$ cat src/hdl/bcpe_pkg.sv
// bcpe_pkg: shared constants, codes and structs for the bezier point evaluator
// no dependencies; compiled first

package bcpe_pkg;

   // control point storage
   localparam int MAX_POINTS = 64;
   localparam int IDX_W      = $clog2(MAX_POINTS);

   // fixed field widths
   localparam int INDEX_W = 6;
   localparam int COORD_W = 16;
   localparam int CNT_W   = 7;
   localparam int OUT_W   = 24;

   // fixed point formats
   localparam int T_FRAC_BITS = 16;
   localparam int T_W         = T_FRAC_BITS + 1;
   localparam int POS_FRAC    = 16;
   localparam int SCR_W       = COORD_W + POS_FRAC;
   localparam int OUT_SHIFT   = 8;
   localparam int DIFF_W      = SCR_W + 1;
   localparam int PROD_W      = T_W + 1 + DIFF_W;

   localparam logic [T_W-1:0]   T_ONE           = T_W'(1) << T_FRAC_BITS;
   localparam logic [CNT_W-1:0] POINT_COUNT_RST = CNT_W'(2);

   // operation codes
   localparam logic OP_LOAD = 1'b0;
   localparam logic OP_EVAL = 1'b1;

   typedef struct packed {
      logic                    vld;
      logic                    sel_y;
      logic [IDX_W-1:0]        addr;
      logic signed [SCR_W-1:0] a;
      logic signed [SCR_W-1:0] b;
   } lerp_req_type;

   typedef struct packed {
      logic                    vld;
      logic                    sel_y;
      logic [IDX_W-1:0]        addr;
      logic signed [SCR_W-1:0] value;
   } lerp_rsp_type;

   typedef struct packed {
      logic                    vld;
      logic signed [OUT_W-1:0] x;
      logic signed [OUT_W-1:0] y;
   } eval_res_type;

endpackage

$ cat src/hdl/bcpe_lerp_unit.sv
// bcpe_lerp_unit: shared three stage interpolator a + ((t*(b-a)) >>> frac)
// depends on bcpe_pkg

module bcpe_lerp_unit (
   input  logic                           clock,
   input  logic                           reset,
   input  bcpe_pkg::lerp_req_type         req,
   input  logic [bcpe_pkg::T_W-1:0]       t_val,
   output bcpe_pkg::lerp_rsp_type         rsp,
   output logic                           busy
);
   import bcpe_pkg::*;

   logic                     s1_vld_ff, s2_vld_ff, s3_vld_ff;
   logic                     s1_sel_ff, s2_sel_ff, s3_sel_ff;
   logic [IDX_W-1:0]         s1_addr_ff, s2_addr_ff, s3_addr_ff;
   logic signed [SCR_W-1:0]  s1_a_ff, s2_a_ff;
   logic signed [DIFF_W-1:0] s1_diff_ff;
   logic signed [DIFF_W-1:0] diff_in;
   logic signed [PROD_W-1:0] prod;
   logic signed [SCR_W-1:0]  s2_delta_ff;
   logic signed [SCR_W-1:0]  s3_value_ff;

   assign diff_in = DIFF_W'(req.b) - DIFF_W'(req.a);
   assign prod    = $signed({1'b0, t_val}) * s1_diff_ff;

   always_ff @(posedge clock) begin
      if (reset) begin
         s1_vld_ff <= 1'b0;
         s2_vld_ff <= 1'b0;
         s3_vld_ff <= 1'b0;
      end else begin
         s1_vld_ff <= req.vld;
         s2_vld_ff <= s1_vld_ff;
         s3_vld_ff <= s2_vld_ff;
      end
   end

   always_ff @(posedge clock) begin
      s1_sel_ff   <= req.sel_y;
      s1_addr_ff  <= req.addr;
      s1_a_ff     <= req.a;
      s1_diff_ff  <= diff_in;
      s2_sel_ff   <= s1_sel_ff;
      s2_addr_ff  <= s1_addr_ff;
      s2_a_ff     <= s1_a_ff;
      // floor shift of the product, the sum stays inside the hull
      s2_delta_ff <= prod[T_FRAC_BITS +: SCR_W];
      s3_sel_ff   <= s2_sel_ff;
      s3_addr_ff  <= s2_addr_ff;
      s3_value_ff <= s2_a_ff + s2_delta_ff;
   end

   assign rsp.vld   = s3_vld_ff;
   assign rsp.sel_y = s3_sel_ff;
   assign rsp.addr  = s3_addr_ff;
   assign rsp.value = s3_value_ff;
   assign busy      = s1_vld_ff | s2_vld_ff | s3_vld_ff;

endmodule

$ cat config.mk
export PLATFORM = sky130hd
export DESIGN_NAME = bcpe_lerp_unit
export DESIGN_NICKNAME = d
export VERILOG_FILES = /design/src/hdl/bcpe_pkg.sv /design/src/hdl/bcpe_lerp_unit.sv
export SDC_FILE = /design/constraint.sdc
export NUM_CORES = 2
export LEC_CHECK = 0
export BUFFER_PORTS_ARGS = -buffer_cell sky130_fd_sc_hd__buf_2
export CAP_MARGIN = 0
export CORE_AREA = 2 2 200 202
export CTS_BUF_LIST = sky130_fd_sc_hd__clkbuf_4 sky130_fd_sc_hd__clkbuf_8
export DETAILED_ROUTE_END_ITERATION = 10
export DIE_AREA = 0 0 202 204
export MAX_ROUTING_LAYER = met4
export PLACE_DENSITY = 0.91
export SETUP_SLACK_MARGIN = 0.1
export SLEW_MARGIN = 25
export SYNTH_ARGS = -nofsm -noshare
export SYNTH_HDL_FRONTEND = slang
export SYNTH_SLANG_ARGS = --single-unit
export TNS_END_PERCENT = 1
$ cat constraint.sdc
create_clock -name clock -period 20.9 [get_ports clock]
set_input_delay 5.225 -clock clock [delete_from_list [all_inputs] [get_ports clock]]
set_output_delay 5.225 -clock clock [all_outputs]
set_load 0.02 [all_outputs]
==> run metrics <==
status finished, final reports clean; share of the synthesized area in the top cell type 41.0%; Post-synth ARST share 0%; antenna-violating nets left 0; Syn. warnings 0; Worst Clk Skew 0.0198 ns; hold-fix buffers at CTS 0; 1st-iter DRT viols 1352; Mapped Cells 2677; count of final max-slew check failures 0; Crit Path Max Fanout 33; crit path capture type flip-flop; CTS tree built; fill count 2779; Post-Synthesis Cell Area 25200 sq um; Slew Limit Headroom 39.5%; Synth area leaders fa_1 (41%), dfxtp_1 (15%), inv_1 (9.7%), ha_1 (8.6%), and2_1 (7.4%); vias 18.5k; Worst Path Arrival 11.72 ns; clock latency at the later pin of the worst-skew pair 0.51 ns; Hold Violations, Final 0; Final Critical Period 11.33 ns; Multi-input gate area 18700 sq um; height of the die 204 um; Nets 3519; CTS Buffer Depth 2; setup TNS 0 ns; RSZ-0062 raised after global routing no; root buffer cell clkbuf_8; Die X 202 um; most common cell in the netlist inv_1; Synth Flop Type dfxtp_1; Placer Congestion 0.923; fin cells 3278; port bufs 131; Tcrit/Tclk final 54.2%; Fin Hold WS 0.323 ns; post-synthesis cell type count 65; initial antenna violation count 1; Placed Cells 3245; Post-synth top cells inv_1 (650), fa_1 (516), and2_1 (299), nand2_1 (290), dfxtp_1 (185); H-tree level count 4; vias in the first global route 20.9k; wire per inst 18.4 um; CTS clk-pin slew, worst paths 0.11 ns; total area of sequential cells 3700 sq um; # Post-CTS Setup Buffers 0; router iterations before antenna repair 6; Mapped Nets 3457; worst endpoint required time 21.29 ns; post-synthesis sequential area ratio 14.7%; Fmax 88.2 MHz; core area 39200 sq um; # IOs 132; Synth Register Bits 185; mean number of vias per cell 5.63; post_cts resized 0; Hold/Removal Path Class flip-flop to flip-flop; Clock Sink Count 185; Area growth, synth to finish 5.57%; TritonCTS buffer count 17; syn avg cell area 9.42 sq um; Detail Placement HPWL 47.7 mm; nature of the critical path startpoint primary input; global route overflow 0; drt drc 0; cell row count 73; Initial Util 64.4%; Maximum Capacitance Violations 0; final setup fails 0; die area 41200 sq um; WL final 60.4 mm; share of cells above drive strength 1 6.69%; GRT Resource Usage Total 32.0%; cell taking the most area after synthesis fa_1; Post-synth EDFFs 0; first-pass GRT wire length 101 mm; largest net degree at the start of global routing 34; critical path class primary input to flip-flop; Slew @ Worst Pin 0.907 ns
-- state kept, by name, summed over array words and instances (netlist names), 6 cells and up --
name and cells:
s3_addr_ff 6, s2_a_ff 32, s1_diff_ff 33, s3_value_ff 32
s2_addr_ff 6, s2_delta_ff 32, s1_a_ff 32, s1_addr_ff 6
-- cells in the final DEF, fill, tap and decap left out, types with 16 or more instances in the layout --
master    count
nor2b_1      16
nand2_1     290
a21oi_1      59
clkbuf_8     17
nand3_1      23
o21ai_0      22
inv_1       650
ha_1        173
xor2_1       28
and2_1      299
xnor2_1      70
dfxtp_1     185
a21o_1       49
fa_1        516
buf_2       131
nor2_1       45
-- final timing paths --
| path | slack (ns) | depth (start not counted) | start | to |
|---|---|---|---|---|
| setup / recovery | 9.57 | 22 | t_val[3] | s2_delta_ff[31] |
| hold / removal | 0.32 | 0 | s1_a_ff[1] | s2_a_ff[1] |
| setup reg to reg | 14.00 | 23 | s1_diff_ff[7] | s2_delta_ff[31] |
| hold reg to reg | 0.32 | 0 | s1_a_ff[1] | s2_a_ff[1] |
-- stage by stage --
stage	setup WS (ns)	utilization, %	area [sq um]
after floorplan	10.06	-	25200
after global placement	9.37	66.8	26200
after detailed placement	9.15	66.8	26200
after CTS	9.68	67.9	26600
after global routing	9.26	67.9	26600
final	9.57	67.9	26600
-- worst max-delay path, stage by stage --
cell      delay [ns]
buf_2           0.63
nand2_1         0.19
fa_1            0.54
fa_1            0.54
inv_1           0.05
fa_1            0.48
fa_1            0.51
fa_1            0.50
inv_1           0.06
fa_1            0.47
inv_1           0.04
ha_1            0.38
nand4_1         0.13
a21oi_1         0.14
o21ai_0         0.15
nor4b_4         0.18
a21oi_4         0.32
a21oi_2         0.14
o31a_4          0.39
o311ai_1        0.31
o211ai_1        0.16
xnor2_1         0.15
-- area by class of cell --
type	count	area share (%)
clock buffer	17	0.879
clock inverter	15	0.728
sequential	185	13.9
inverter	650	9.16
tap	525	2.47
antenna	1	0.00940
multi-input combinational	1754	70.4
timing repair buffer	131	2.46
-- layer usage --
metal	up-vias	part of all wire (%)	track usage, %	wire length, um
li1	8034	-	-	-
met2	954	50	54.8	30400
met5	-	0	-	0
met3	279	8.3	5.55	5000
met4	0	4.7	15.2	2870
met1	9186	37	36.6	22100
-- cells by family after synthesis --
| logic type | Yosys count | synth area share (%) |
|---|---|---|
| flip-flops | 185 | 14.7 |
| buffers and inverters | 738 | 11.0 |
| XOR/XNOR | 98 | 3.40 |
| AO/OA/AOI/OAI | 235 | 6.56 |
| adder cells (fa/ha/maj) | 689 | 49.5 |
| AND/OR/NAND/NOR | 731 | 14.8 |
| multiplexers | 1 | 0.0397 |
Power is not shown: default switching activity piles up to over one toggle a cycle in this logic, so the estimate is an artifact.
